**src/hdl/rei_pkg.sv**
```systemverilog
// Shared types, constants and helpers for the range encoder interval stage.
// No dependencies.
package rei_pkg;

	localparam int WORD_W = 16;

	localparam logic [15:0] RANGE_RESET = 16'h8000;
	localparam logic signed [5:0] COUNT_RESET = -6'sd9;
	localparam logic [15:0] Q15_TOTAL = 16'd32768;
	localparam logic [15:0] MIN_TOTAL = 16'd16384;
	localparam logic [15:0] PRE_MIN_TOTAL = 16'd2;

	// result buffer between the coding step and the output channel
	localparam int FIFO_DEPTH = 4;
	localparam int PTR_W = $clog2(FIFO_DEPTH);
	localparam int CNT_W = $clog2(FIFO_DEPTH + 1);

	typedef struct packed {
		logic [WORD_W-1:0] word;
		logic last;
		logic bad;
	} res_t;

	// number of significant bits, 0 for zero
	function automatic logic [4:0] bitlen16(input logic [15:0] x);
		logic [4:0] n;
		n = 5'd0;
		for (int i = 0; i < 16; i++) begin
			if (x[i]) begin
				n = 5'(i + 1);
			end
		end
		return n;
	endfunction

	// piecewise-linear frequency map: x + min(x, g) + min((x - g)+ / 2, d)
	function automatic logic [18:0] map_freq(input logic [16:0] x, input logic [16:0] g,
		input logic [15:0] d);
		logic [16:0] m1;
		logic [16:0] t;
		logic [15:0] h;
		logic [15:0] m2;
		m1 = (x < g) ? x : g;
		t = (x > g) ? (x - g) : 17'd0;
		h = t[16:1];
		m2 = (h < d) ? h : d;
		return 19'(x) + 19'(m1) + 19'(m2);
	endfunction

endpackage

```
**src/hdl/range_encoder_interval.sv**
```systemverilog
// Multisymbol range encoder, interval stage: top level.
// Depends on rei_pkg (types, constants, frequency map and bit length helpers).
//
// Usage:
//   Input channel (in_valid / in_stall) carries one coding interval per
//   transaction: cum_low, cum_high, total and prescale. Output channel
//   (out_valid / out_stall) carries 16-bit precarry words, each tagged with
//   last (final word of its interval) and bad_item (interval rejected).
//   A valid interval yields zero, one or two words; a rejected one yields a
//   single word 0 with last and bad_item set and leaves the coder untouched.
// Timing:
//   An accepted transaction is held in the input register, where
//   the whole low/range update (map, add, leading-zero count, renormalize)
//   runs in one pass and writes its words into a four-entry result buffer.
//   The first word reaches the output once it is written into that buffer.
//   One interval is taken per cycle as long as the buffer holds at most two
//   words; the output port drains one word per cycle while out_stall is
//   low, so a run of two-word intervals is paced by the output side.
// Reset clears the coder to low 0, range 0x8000, bit count -9 and empties
// the buffer. While the receiver stalls, words wait in the buffer and the
// input stalls once fewer than two free entries remain.
module range_encoder_interval #(
	parameter int WINDOW_BITS = 32
) (
	input  logic        clk,
	input  logic        arst_n,
	input  logic        in_valid,
	output logic        in_stall,
	input  logic [14:0] cum_low,
	input  logic [15:0] cum_high,
	input  logic [15:0] total,
	input  logic        prescale,
	output logic        out_valid,
	input  logic        out_stall,
	output logic [15:0] precarry_word,
	output logic        last,
	output logic        bad_item
);
	import rei_pkg::*;

	localparam int W = WINDOW_BITS;

	// input register
	logic        s1_valid_s1;
	logic [14:0] cum_low_s1;
	logic [15:0] cum_high_s1;
	logic [15:0] total_s1;
	logic        prescale_s1;

	// coder state
	logic [W-1:0]       coder_low_q;
	logic [15:0]        coder_range_q;
	logic signed [5:0]  bit_count_q;

	// result buffer
	res_t             fifo_q [FIFO_DEPTH];
	logic [PTR_W-1:0] rd_ptr_q;
	logic [PTR_W-1:0] wr_ptr_q;
	logic [CNT_W-1:0] count_q;

	logic exec;
	logic pop;
	logic bad_w;

	logic [3:0]  sc;
	logic [15:0] fl_p, fh_p, ft_p;
	logic        dbl;
	logic [16:0] fl_d, fh_d, ft_d;
	logic [16:0] d17;
	logic [15:0] d_w;
	logic [16:0] two_d;
	logic [16:0] g_w;
	logic [18:0] u_w, v_w, diff_w;
	logic [15:0] r_new;
	logic [W-1:0] low_sum;
	logic [4:0]  dsh;
	logic signed [5:0] s_sum;
	logic        emit, two;
	logic [3:0]  c_hi, c_lo;
	logic [W-1:0] mask_hi, mask_lo;
	logic [15:0] word_hi, word_lo;
	logic [W-1:0] low_kept;
	logic [W-1:0] low_next;
	logic [15:0] range_next;
	logic signed [5:0] count_next;

	res_t       entry0, entry1;
	logic [1:0] push_n;

	// --- handshakes --------------------------------------------------------
	// Execute the held interval only when at least two buffer entries are free.
	assign exec = s1_valid_s1 && (count_q <= CNT_W'(FIFO_DEPTH - 2));
	assign in_stall = s1_valid_s1 && !exec;
	assign pop = out_valid && !out_stall;

	assign out_valid = (count_q != '0);
	assign precarry_word = fifo_q[rd_ptr_q].word;
	assign last = fifo_q[rd_ptr_q].last;
	assign bad_item = fifo_q[rd_ptr_q].bad;

	// --- validity ----------------------------------------------------------
	always_comb begin
		if (prescale_s1) begin
			bad_w = (total_s1 < PRE_MIN_TOTAL) || (total_s1 > Q15_TOTAL);
		end else begin
			bad_w = (total_s1 < MIN_TOTAL) || (total_s1 > Q15_TOTAL);
		end
		if (({1'b0, cum_low_s1} >= cum_high_s1) || (cum_high_s1 > total_s1)) begin
			bad_w = 1'b1;
		end
	end

	// --- interval mapping --------------------------------------------------
	always_comb begin
		// prescale: lift the total to 15 bits
		sc = 4'(5'd15 - bitlen16(total_s1 - 16'd1));
		if (prescale_s1) begin
			fl_p = {1'b0, cum_low_s1} << sc;
			fh_p = cum_high_s1 << sc;
			ft_p = total_s1 << sc;
		end else begin
			fl_p = {1'b0, cum_low_s1};
			fh_p = cum_high_s1;
			ft_p = total_s1;
		end

		// double the interval when the range holds twice the total
		dbl = {1'b0, coder_range_q} >= {ft_p, 1'b0};
		ft_d = dbl ? {ft_p, 1'b0} : {1'b0, ft_p};
		fl_d = dbl ? {fl_p, 1'b0} : {1'b0, fl_p};
		fh_d = dbl ? {fh_p, 1'b0} : {1'b0, fh_p};

		d17 = {1'b0, coder_range_q} - ft_d;
		d_w = d17[15:0];
		two_d = {d_w, 1'b0};
		g_w = (two_d > ft_d) ? (two_d - ft_d) : 17'd0;

		u_w = map_freq(fl_d, g_w, d_w);
		v_w = map_freq(fh_d, g_w, d_w);
		diff_w = v_w - u_w;
		r_new = diff_w[15:0];
		low_sum = coder_low_q + W'(u_w);
	end

	// --- renormalization ---------------------------------------------------
	always_comb begin
		dsh = 5'd16 - bitlen16(r_new);
		s_sum = bit_count_q + $signed({1'b0, dsh});
		emit = !s_sum[5];
		two = emit && (s_sum >= 6'sd8);

		// bit count sits in -9..-1, so adding 16 lands in 7..15
		c_hi = 4'(bit_count_q + 6'sd16);
		c_lo = c_hi - 4'd8;
		mask_hi = (W'(1) << c_hi) - W'(1);
		mask_lo = (W'(1) << c_lo) - W'(1);

		word_hi = 16'(low_sum >> c_hi);
		word_lo = 16'((low_sum & mask_hi) >> c_lo);

		if (!emit) begin
			low_kept = low_sum;
			count_next = s_sum;
		end else if (two) begin
			low_kept = low_sum & mask_lo;
			count_next = s_sum - 6'sd16;
		end else begin
			low_kept = low_sum & mask_hi;
			count_next = s_sum - 6'sd8;
		end

		low_next = low_kept << dsh;
		range_next = r_new << dsh;
	end

	// --- result words ------------------------------------------------------
	always_comb begin
		entry0 = '{word: word_hi, last: !two, bad: 1'b0};
		entry1 = '{word: word_lo, last: 1'b1, bad: 1'b0};
		push_n = 2'd0;
		if (bad_w) begin
			entry0 = '{word: '0, last: 1'b1, bad: 1'b1};
			push_n = 2'd1;
		end else if (two) begin
			push_n = 2'd2;
		end else if (emit) begin
			push_n = 2'd1;
		end
	end

	// --- registers ---------------------------------------------------------
	always_ff @(posedge clk or negedge arst_n) begin
		if (!arst_n) begin
			s1_valid_s1 <= 1'b0;
		end else if (!in_stall) begin
			s1_valid_s1 <= in_valid;
		end
	end

	// payload of the input register: load on every accepted transaction
	always_ff @(posedge clk) begin
		if (in_valid && !in_stall) begin
			cum_low_s1 <= cum_low;
			cum_high_s1 <= cum_high;
			total_s1 <= total;
			prescale_s1 <= prescale;
		end
	end

	// coder state: hold on a rejected interval
	always_ff @(posedge clk or negedge arst_n) begin
		if (!arst_n) begin
			coder_low_q <= '0;
			coder_range_q <= RANGE_RESET;
			bit_count_q <= COUNT_RESET;
		end else if (exec && !bad_w) begin
			coder_low_q <= low_next;
			coder_range_q <= range_next;
			bit_count_q <= count_next;
		end
	end

	// buffer entries
	always_ff @(posedge clk) begin
		if (exec && (push_n != 2'd0)) begin
			fifo_q[wr_ptr_q] <= entry0;
		end
		if (exec && (push_n == 2'd2)) begin
			fifo_q[wr_ptr_q + PTR_W'(1)] <= entry1;
		end
	end

	// buffer pointers and fill count
	always_ff @(posedge clk or negedge arst_n) begin
		if (!arst_n) begin
			rd_ptr_q <= '0;
			wr_ptr_q <= '0;
			count_q <= '0;
		end else begin
			if (exec) begin
				wr_ptr_q <= wr_ptr_q + PTR_W'(push_n);
			end
			if (pop) begin
				rd_ptr_q <= rd_ptr_q + PTR_W'(1);
			end
			count_q <= count_q + (exec ? CNT_W'(push_n) : CNT_W'(0)) - CNT_W'(pop);
		end
	end

	// --- assertions --------------------------------------------------------
	a_fill_bound: assert property (@(posedge clk) disable iff (!arst_n)
		count_q <= CNT_W'(FIFO_DEPTH))
		else $error("result buffer overfilled");

	a_range_norm: assert property (@(posedge clk) disable iff (!arst_n)
		coder_range_q[15])
		else $error("range lost normalization");

	a_count_window: assert property (@(posedge clk) disable iff (!arst_n)
		(bit_count_q <= -6'sd1) && (bit_count_q >= -6'sd9))
		else $error("bit count out of its window");

	a_bad_holds: assert property (@(posedge clk) disable iff (!arst_n)
		exec && bad_w |=> $stable(coder_low_q) && $stable(coder_range_q)
			&& $stable(bit_count_q))
		else $error("rejected interval changed coder state");

endmodule
```
**config.mk**
```make
export PLATFORM = sky130hd
export DESIGN_NAME = range_encoder_interval
export DESIGN_NICKNAME = d
export VERILOG_FILES = /design/src/hdl/rei_pkg.sv /design/src/hdl/range_encoder_interval.sv
export SDC_FILE = /design/constraint.sdc
export NUM_CORES = 1
export LEC_CHECK = 0
export ABC_AREA = 1
export ABC_CLOCK_PERIOD_IN_PS = 23500
export BUFFER_PORTS_ARGS = -buffer_cell sky130_fd_sc_hd__buf_2
export CORE_MARGIN = 4
export CORE_UTILIZATION = 50
export DETAILED_ROUTE_END_ITERATION = 10
export PLACE_DENSITY = 0.72
export SYNTH_ARGS = -nofsm -noshare
export SYNTH_HDL_FRONTEND = slang
export SYNTH_SLANG_ARGS = --single-unit
export TNS_END_PERCENT = 1
```
**constraint.sdc**
```tcl
create_clock -name clk -period 23.5 [get_ports clk]
set_input_delay 2.35 -clock clk [delete_from_list [all_inputs] [get_ports clk]]
set_output_delay 2.35 -clock clk [all_outputs]
set_load 0.02 [all_outputs]
```
* After elaboration in Yosys (flattened, before gate mapping) *
Memory sizes are Yosys's and may differ from the RTL's.
Cells that the tools add are included.

word-level totals
  memory bits (writable) = 72
  memories kept = 1
  input bits = 52
  ROM bits = 0
  latch bits = 0
  register bits after elaboration = 110

operators by class
  mux-type cells = 60
  multiply operators = 0
  reductions and logical operators = 19
  add/sub/neg operators = 25
  shifts and indexed selects = 9
  div/mod/pow operators = 0
  order comparisons = 15
  eq/ne operators = 1
  bitwise gates (word level) = 2

memories
  memory  words  width  read ports  clocked after memory_dff  write ports  line                          text
  fifo_q  4      18     1           0                         2            range_encoder_interval.sv:56  res_t fifo_q [FIFO_DEPTH];

operators by type and width
  kind                                                 count
  two-way mux 17 bit                                   7
  two-way mux 16 bit                                   6
  two-way mux 5 bit                                    15
  bitwise AND 32 bit                                   2
  two-way mux 32 bit                                   2
  left shift 1 x 4 -> 32 bit (first input constant)    2
  >> shifter 32 x 4 -> 16 bit                          2
  subtractor 32 x 2 -> 32 bit (second input constant)  2
  two-way mux 4 bit                                    13
  > comparator 17 bit                                  3
  subtractor 17 bit                                    3
  < comparator 17 bit                                  2
  adder 16 bit                                         2
  adder 32 x 19 -> 32 bit                              1
  < comparator 16 bit                                  2
  left shift 16 x 4 -> 16 bit                          2
  left shift 32 x 5 -> 32 bit                          1
  subtractor 16 bit                                    2
  adder 18 x 16 -> 19 bit                              1
  adder 17 x 17 -> 18 bit                              1
  two-way mux 18 bit                                   1
  greater-or-equal comparator 16 x 17 -> 1 bit         1
  greater-or-equal comparator 15 x 16 -> 1 bit         1
  > comparator 16 bit                                  1
  28 further kinds                                     56

* Logic depth before layout (Yosys ltp) *
Gate-level depths: netlist (run 1).

  depth after elaboration = 57
  gate-level depth with buffers = 174
  gate-level depth less buffers = 166

* Least setup slack after synthesis (run 1) *
OpenSTA, ideal clock, no wires.

  kind = reg-to-reg
  from = register total_s1[2]
  to = memory fifo_q[3][10] in the netlist's numbering (enable)
  path buffers = 12
  clock period less this slack = 23,126 ps
  cell stages (with the launch flop) = 158
  arrival = 22,753 ps
  data required time = 23,127 ps
  slack = 374 ps
  cells stage by stage = edfxtp_1 nor2_4 nand3_2 nor2_2 nand2_2 nor3_4 nand2_2 nor3_2 or2_2 nand2_2 inv_2 buf_6 nand2_2 clkinv_2 buf_2 buf_1 buf_1 nor2_1 (+122 left out) nand2_1 nor2_1 a211oi_1 nor2_1 o21a_1 nor2_1 xor2_1 ha_1 nand2_1 nor2_1 inv_1 nand2_1 nand2_1 nand2_1 inv_1 nor3_1 clkinv_1 nand2_1

RTL lines
  element                   line                           text
  start: declaration        range_encoder_interval.sv:47   logic [15:0] total_s1;
  start signal: assignment  range_encoder_interval.sv:205  total_s1 <= total;
  end: declaration          range_encoder_interval.sv:56

* Final worst setup path (run 1) *
  from = register total_s1[1]
  to = register count_q[2]

between the ends
  word-level cells in the longest chain between the ends = 55
  elaborated cells on any way between the ends = 86

RTL lines
  element                                                                        line                                                          text
  subtractor 16 x 1 -> 16 bit                                                    range_encoder_interval.sv:116                                 sc = 4'(5'd15 - bitlen16(total_s1 - 16'd1));
  two-way mux 2 bit (2 in series)                                                rei_pkg.sv:29                                                 if (x[i]) begin
  two-way mux 4 bit (13 in series)                                               rei_pkg.sv:29
  subtractor 4 bit                                                               range_encoder_interval.sv:116
  left shift 16 x 4 -> 16 bit                                                    range_encoder_interval.sv:120                                 ft_p = total_s1 << sc;
  two-way mux 16 bit                                                             range_encoder_interval.sv:117                                 if (prescale_s1) begin
  greater-or-equal comparator 16 x 17 -> 1 bit                                   range_encoder_interval.sv:128                                 dbl = {1'b0, coder_range_q} >= {ft_p, 1'b0};
  two-way mux 17 bit                                                             range_encoder_interval.sv:129                                 ft_d = dbl ? {ft_p, 1'b0} : {1'b0, ft_p};
  (+26 left out)                                                                 --
  adder 6 bit                                                                    range_encoder_interval.sv:148                                 s_sum = bit_count_q + $signed({1'b0, dsh});
  greater-or-equal comparator 6 x 5 -> 1 bit or zero test 1 bit (tied branches)  range_encoder_interval.sv:150, range_encoder_interval.sv:149
  logical AND 1 bit                                                              range_encoder_interval.sv:150                                 two = emit && (s_sum >= 6'sd8);
  two-way mux 2 bit                                                              range_encoder_interval.sv:184                                 end else if (two) begin
  two-way mux 2 bit (*)                                                          range_encoder_interval.sv:181                                 if (bad_w) begin
  two-way mux 2 bit (*)                                                          range_encoder_interval.sv:246                                 count_q <= count_q + (exec ? CNT_W'(push_n) : CNT_W'(0)) - CNT_W'(pop);
  adder 3 x 2 -> 3 bit (*)                                                       range_encoder_interval.sv:246
  subtractor 3 x 1 -> 3 bit (*)                                                  range_encoder_interval.sv:246
  end signal: assignment                                                         range_encoder_interval.sv:246
  end: declaration                                                               range_encoder_interval.sv:59                                  logic [CNT_W-1:0] count_q;

Mark *: on every way between the ends. The rest lies on a longest branch, timed or not.
A chain may end at the register's enable or synchronous reset.

==> results of run 1 <==
layout make-up:
type                       instances  area [um^2]
fill                            4736        20900
multi-input combinational       2845        17100
clock inverter                    15          223
timing repair inverter             2         13.8
inverter                         433         1660
timing repair buffer             212         1430
sequential                       181         5060
tap                              615          769
clock buffer                      17          425
sequential cells by signal, indices dropped and copies added (netlist names), 3 cells and up:
name	cells
fifo_q	72
coder_low_q	31
coder_range_q	16
cum_high_s1	16
total_s1	16
cum_low_s1	15
bit_count_q	6
count_q	3
Yosys cell counts, drive strengths merged, types with 3 or more instances:
library cell  count  area, um^2
a211oi           16         120
a21o              3        22.5
a21oi           171         867
a221oi           14         123
a22o              4        35.0
a22oi            11        82.6
a31oi            23         144
and2              6        37.5
buf              62         363
clkbuf           89         334
clkinv            6        23.8
dfrtp            55        1380
dfstp             6         158
dfxtp             8         160
edfxtp          112        3360
fa               54        1080
ha              202        2530
inv             427        1610
mux2i            14         140
nand2           940        3620
nand3           260        1390
nand3b            5        45.0
nand4            35         225
nor2            279        1090
nor3             32         181
nor3b             5        37.5
nor4             10        75.1
o2111ai           6        52.6
o211ai           36         295
o21a              6        45.0
o21ai           392        1970
o21bai           25         188
o221ai           16         140
o22ai           114         713
o31ai             8        73.8
or2              25         156
xnor2            24         229
xor2             89         798
layer usage:
layer | global-route usage (%) | vias up | share of wire [%]
li1 | - | 12418 | -
met1 | 40.4 | 11746 | 40
met2 | 50.9 | 1250 | 46
met3 | 4.96 | 247 | 8.5
met4 | 16.1 | 0 | 5.5
met5 | 0 | - | 0
per-stage QoR:
step                      cell area [um^2]  utilization, %
final                                26700            56.1
after global routing                 26700            56.1
after CTS                            25800            54.2
after detailed placement             25200            52.8
after global placement               25200            52.8
after floorplan                      24000               -
logic make-up after synthesis:
group | count (synthesis) | share of synthesized area [%]
AOI/OAI and AO/OA | 859 | 20.8
xor gates and xnor gates | 113 | 4.28
buffers and inverters | 584 | 9.68
muxes | 14 | 0.583
other | 1 | 0.0156
adders and majority gates | 256 | 15.0
DFF | 181 | 21.1
and+or+nand+nor | 1597 | 28.5
final timing paths:
check	from	endpoint	slack, ns	cells past startpoint
max	total_s1[1]$_DFFE_PP_	count_q[2]$_DFF_PN0_	1.49	151
min	fifo_q[2][1]$_SDFFE_PP1N_	fifo_q[2][1]$_SDFFE_PP1N_	0.48	2
max reg2reg	total_s1[1]$_DFFE_PP_	count_q[2]$_DFF_PN0_	1.49	151
min reg2reg	fifo_q[2][1]$_SDFFE_PP1N_	fifo_q[2][1]$_SDFFE_PP1N_	0.48	2
max in group asynchronous	arst_n	coder_range_q[2]$_DFFE_PN0P_	20.88	2
min in group asynchronous	arst_n	coder_low_q[24]$_DFFE_PN0P_	2.05	2
timing repair:
action	4_1_cts	5_1_grt
gates resized for setup	5	116
endpoints found under the setup margin	51	185
buffers inserted	0	46
pin swaps	0	35
hold buffers	0	0
gates cloned	0	7
critical path, delay by kind of cell, from the launching register on:
kind            cells  cell delay [ns]
compound gates     38             5.50
fa+ha+maj          16             5.44
simple gates       64             6.15
flops               1             0.46
xor+xnor            8             1.36
buf+inv            25             2.90
==> flow_summary.toml, run 1 <==
[global_routing]
overflow = 0
grt_pass1_vias = 23813
grt_max_degree = 68
track_usage_pct = 31.3
grt_pass1_wl_um = 128000
antenna_found_initial = 0

[yosys]
ys_seq_area_share_pct = 21.1
synth_fp_nets = 3913
netlist_area_um2 = 24000
synth_cell_types = 76
synth_edf_count = 112
synth-seq-cells = 181
async_reset_ff_share_pct = 33.7
ys.flop_type = "edfxtp_1"
syn_inst = 3605
syn_area_per_cell_um2 = 6.66
synth_warnings = 0

[layout]
layout-drive-gt1-share_pct = 11.9
final_cells = 4320
fin_nets = 4000
final_cell_mix = "899 x nand2_1, 405 x inv_1, 330 x o21ai_0"
syn_to_final_growth_pct = 11.2
mostFrequentLayoutCell = "nand2_1"
antenna_cells = 0

[route]
vias_per_cell = 5.94
drt_iter0_drc = 2932
vias = 25661
drt_first_pass_iters = 9
drc = 0
wl_per_cell_um = 19.3
wl_um = 83600
drtAntennaViolNets = 0

[timing]
finalSetupTns_ns = 0
finClkSkew_ns = 0.0211
maxSlewHeadroom_pct = 28.8
finalSetupViolations = 0
final_hold_viol_count = 0
whs_ns = 0.476
fin_ws_ns = 1.49
period_minus_slack_ns = 22.01
max_slew.worst_pin.slew_ns = 1.06
maxClockFrequency_ghz = 0.0454
fin_crit_sh_pct = 93.7
slew_violations = 0

[die]
start_util_pct = 50.4
die_y_um = 227
rows = 80
die-area_um2 = 51600
die_x_um = 227
core_area_um2 = 47600
ios = 72

[placed_design]
place_inst = 4235
gp_congestion = 1.02
hpwl_um = 64700
portBuffers = 71
dp_slack_ns = -0.457

[run]
maxCapViolCount = 0

[setup_path]
critical_path_required_ns = 23.84
crit_top_cell = "nand2_1"
max_stage_delay_ns = 0.62
worstPathMaxFanout = 35
crit_path_end_kind = "flop"
startpoint_type = "flop"
critPathSlowestCell = "fa_1"
worst-endpoint-arrival_ns = 22.35
critPathKind = "reg2reg"

[cts]
cts_sinks = 181
ctsHtreeMaxLevel = 4
clk_latency_ns = 0.47
cts_buffers = 17
cts.path.max_buffers = 2
cts_tree = "built"
cts-root-buf = "clkbuf_16"
clk_pin_slew_worst_paths_ns = 0.08

[hold_path]
hold_path.class = "reg2reg"

[run_status]
status = "complete, no violations"
Power of run 1 is left out: the tool's default activity adds up to more than one toggle a clock period on the data nets, which glitch-free logic cannot reach.
==> inputs of run 2 (changes only) <==
Settings changed: ABC_CLOCK_PERIOD_IN_PS 23500 to 18400, GPL_TIMING_DRIVEN set to 0.
Clock period 23.5 ns to 18.4 ns, I/O delays scaled along.
==> run 2 against run 1 <==
Effect of this change: the flow now finishes with violations (setup timing); clock-buffer cell count unchanged; wire length is 13% higher; via count up 6.3%; critical endpoint is now fifo_q[3][14]$_DFFE_PP_.
==> flow_summary.toml, run 2 (synthesis gave the netlist of run 1 again) <==
[setup_path]
critical_path_required_ns = 18.71
critPathKind = "reg2reg"
critPathSlowestCell = "fa_1"
crit_top_cell = "buf_4"
worstPathMaxFanout = 10
startpoint_type = "flop"
crit_path_end_kind = "flop"
worst-endpoint-arrival_ns = 22.20
max_stage_delay_ns = 0.57

[timing]
finalSetupViolations = 194
final_hold_viol_count = 0
fin_crit_sh_pct = 119
maxClockFrequency_ghz = 0.0457
fin_ws_ns = -3.48
finalSetupTns_ns = -589.02
finClkSkew_ns = 0.0265
whs_ns = 0.477
max_slew.worst_pin.slew_ns = 1.34
grt_setup_unrepaired = "true"
period_minus_slack_ns = 21.88
slew_violations = 0
maxSlewHeadroom_pct = 10.6

[run]
maxCapViolCount = 0

[cts]
cts.path.max_buffers = 2
cts_buffers = 17
ctsHtreeMaxLevel = 4
cts-root-buf = "clkbuf_16"
clk_pin_slew_worst_paths_ns = 0.09
cts_sinks = 181
cts_tree = "built"
cts.hold.buffers_added = 0
clk_latency_ns = 0.49

[run_status]
status = "finished, violations left"
violations = "setup timing"

[die]
die_y_um = 227
rows = 80
core_area_um2 = 47600
ios = 72
die_x_um = 227
start_util_pct = 50.4
die-area_um2 = 51600

[global_routing]
track_usage_pct = 35.9
overflow = 0
grt_pass1_wl_um = 144000
antenna_found_initial = 2
grt_max_degree = 62
grt_pass1_vias = 25801

[layout]
largest_reg_flops = 72
syn_to_final_growth_pct = 22.2
fin_nets = 4175
antenna_cells = 0
layout-drive-gt1-share_pct = 18.7
final_cell_mix = "869 x nand2_1, 381 x inv_1, 312 x o21ai_0"
regMostFlops = "fifo_q"
final_util_pct = 61.6
mostFrequentLayoutCell = "nand2_1"
largestRegisters = "fifo_q (72), coder_low_q (31)"

[placed_design]
gp_congestion = 1.05
hpwl_um = 71700
portBuffers = 71

[route]
wl_per_cell_um = 21.0
wl_um = 94600
drt_first_pass_iters = 6
vias = 27285
vias_per_cell = 6.07
drc = 0
drt_iter0_drc = 3018
drtAntennaViolNets = 0

[hold_path]
hold_path.class = "reg2reg"
-- run 2: cell count changes in the layout (fill, tap and decap cells not counted), sizes merged, moves of 3 or more --
| cell | delta |
|---|---|
| buf | +104 |
| clkbuf | +78 |
| clkinvlp | -3 |
| nand2 | -5 |
-- run 2: worst paths after layout --
check	startpoint	to	slack (ns)	depth (start not counted)
setup / recovery	total_s1[0]$_DFFE_PP_	fifo_q[3][14]$_DFFE_PP_	-3.48	153
max in group asynchronous	arst_n	coder_range_q[2]$_DFFE_PN0P_	16.32	1
hold / removal	fifo_q[1][0]$_SDFFE_PP0N_	fifo_q[1][0]$_SDFFE_PP0N_	0.48	2
min in group asynchronous	arst_n	coder_low_q[24]$_DFFE_PN0P_	1.42	1
hold reg to reg	fifo_q[1][0]$_SDFFE_PP0N_	fifo_q[1][0]$_SDFFE_PP0N_	0.48	2
setup reg to reg	total_s1[0]$_DFFE_PP_	fifo_q[3][14]$_DFFE_PP_	-3.48	153
-- run 2: worst max-delay path: cells and delay by family, from the launching register on --
family	cells	cell delay, ns
buf+inv	51	5.68
fa+ha+maj	13	4.15
xor+xnor	6	1.17
flops	1	0.45
simple gates	55	6.09
compound gates	28	4.13
-- run 2: area by class of cell --
type | count | area, um^2
fill | 4349 | 18300
multi-input combinational | 2840 | 18200
sequential | 181 | 5060
timing repair buffer | 247 | 1760
inverter | 433 | 1660
buffer | 147 | 1220
tap | 615 | 769
clock buffer | 17 | 425
clock inverter | 15 | 214
-- run 2: what timing repair did --
item                       CTS  global route
pin swaps                  126            61
setup endpoints to repair  194           194
resized for setup          318           112
gates cloned                 3             0
buffers inserted           150            22
-- run 2: metal layers --
metal	part of all wire [%]	GRT usage [%]
met5	0.031	0
met4	5.7	16.9
met3	8.9	5.20
met2	46	59.9
met1	39	46.0
-- run 2: stage by stage --
stage                     setup slack (ns)  cell area (um^2)  std cells
final                                -3.48             29400       4495
after global routing                 -4.86             29400       4495
after CTS                            -2.67             28700       4473
after global placement               -7.10             25500       4291
after floorplan                      -2.29             24400       3605
after detailed placement             -7.37             25600       4292
Power of run 2 is left out for the same reason.
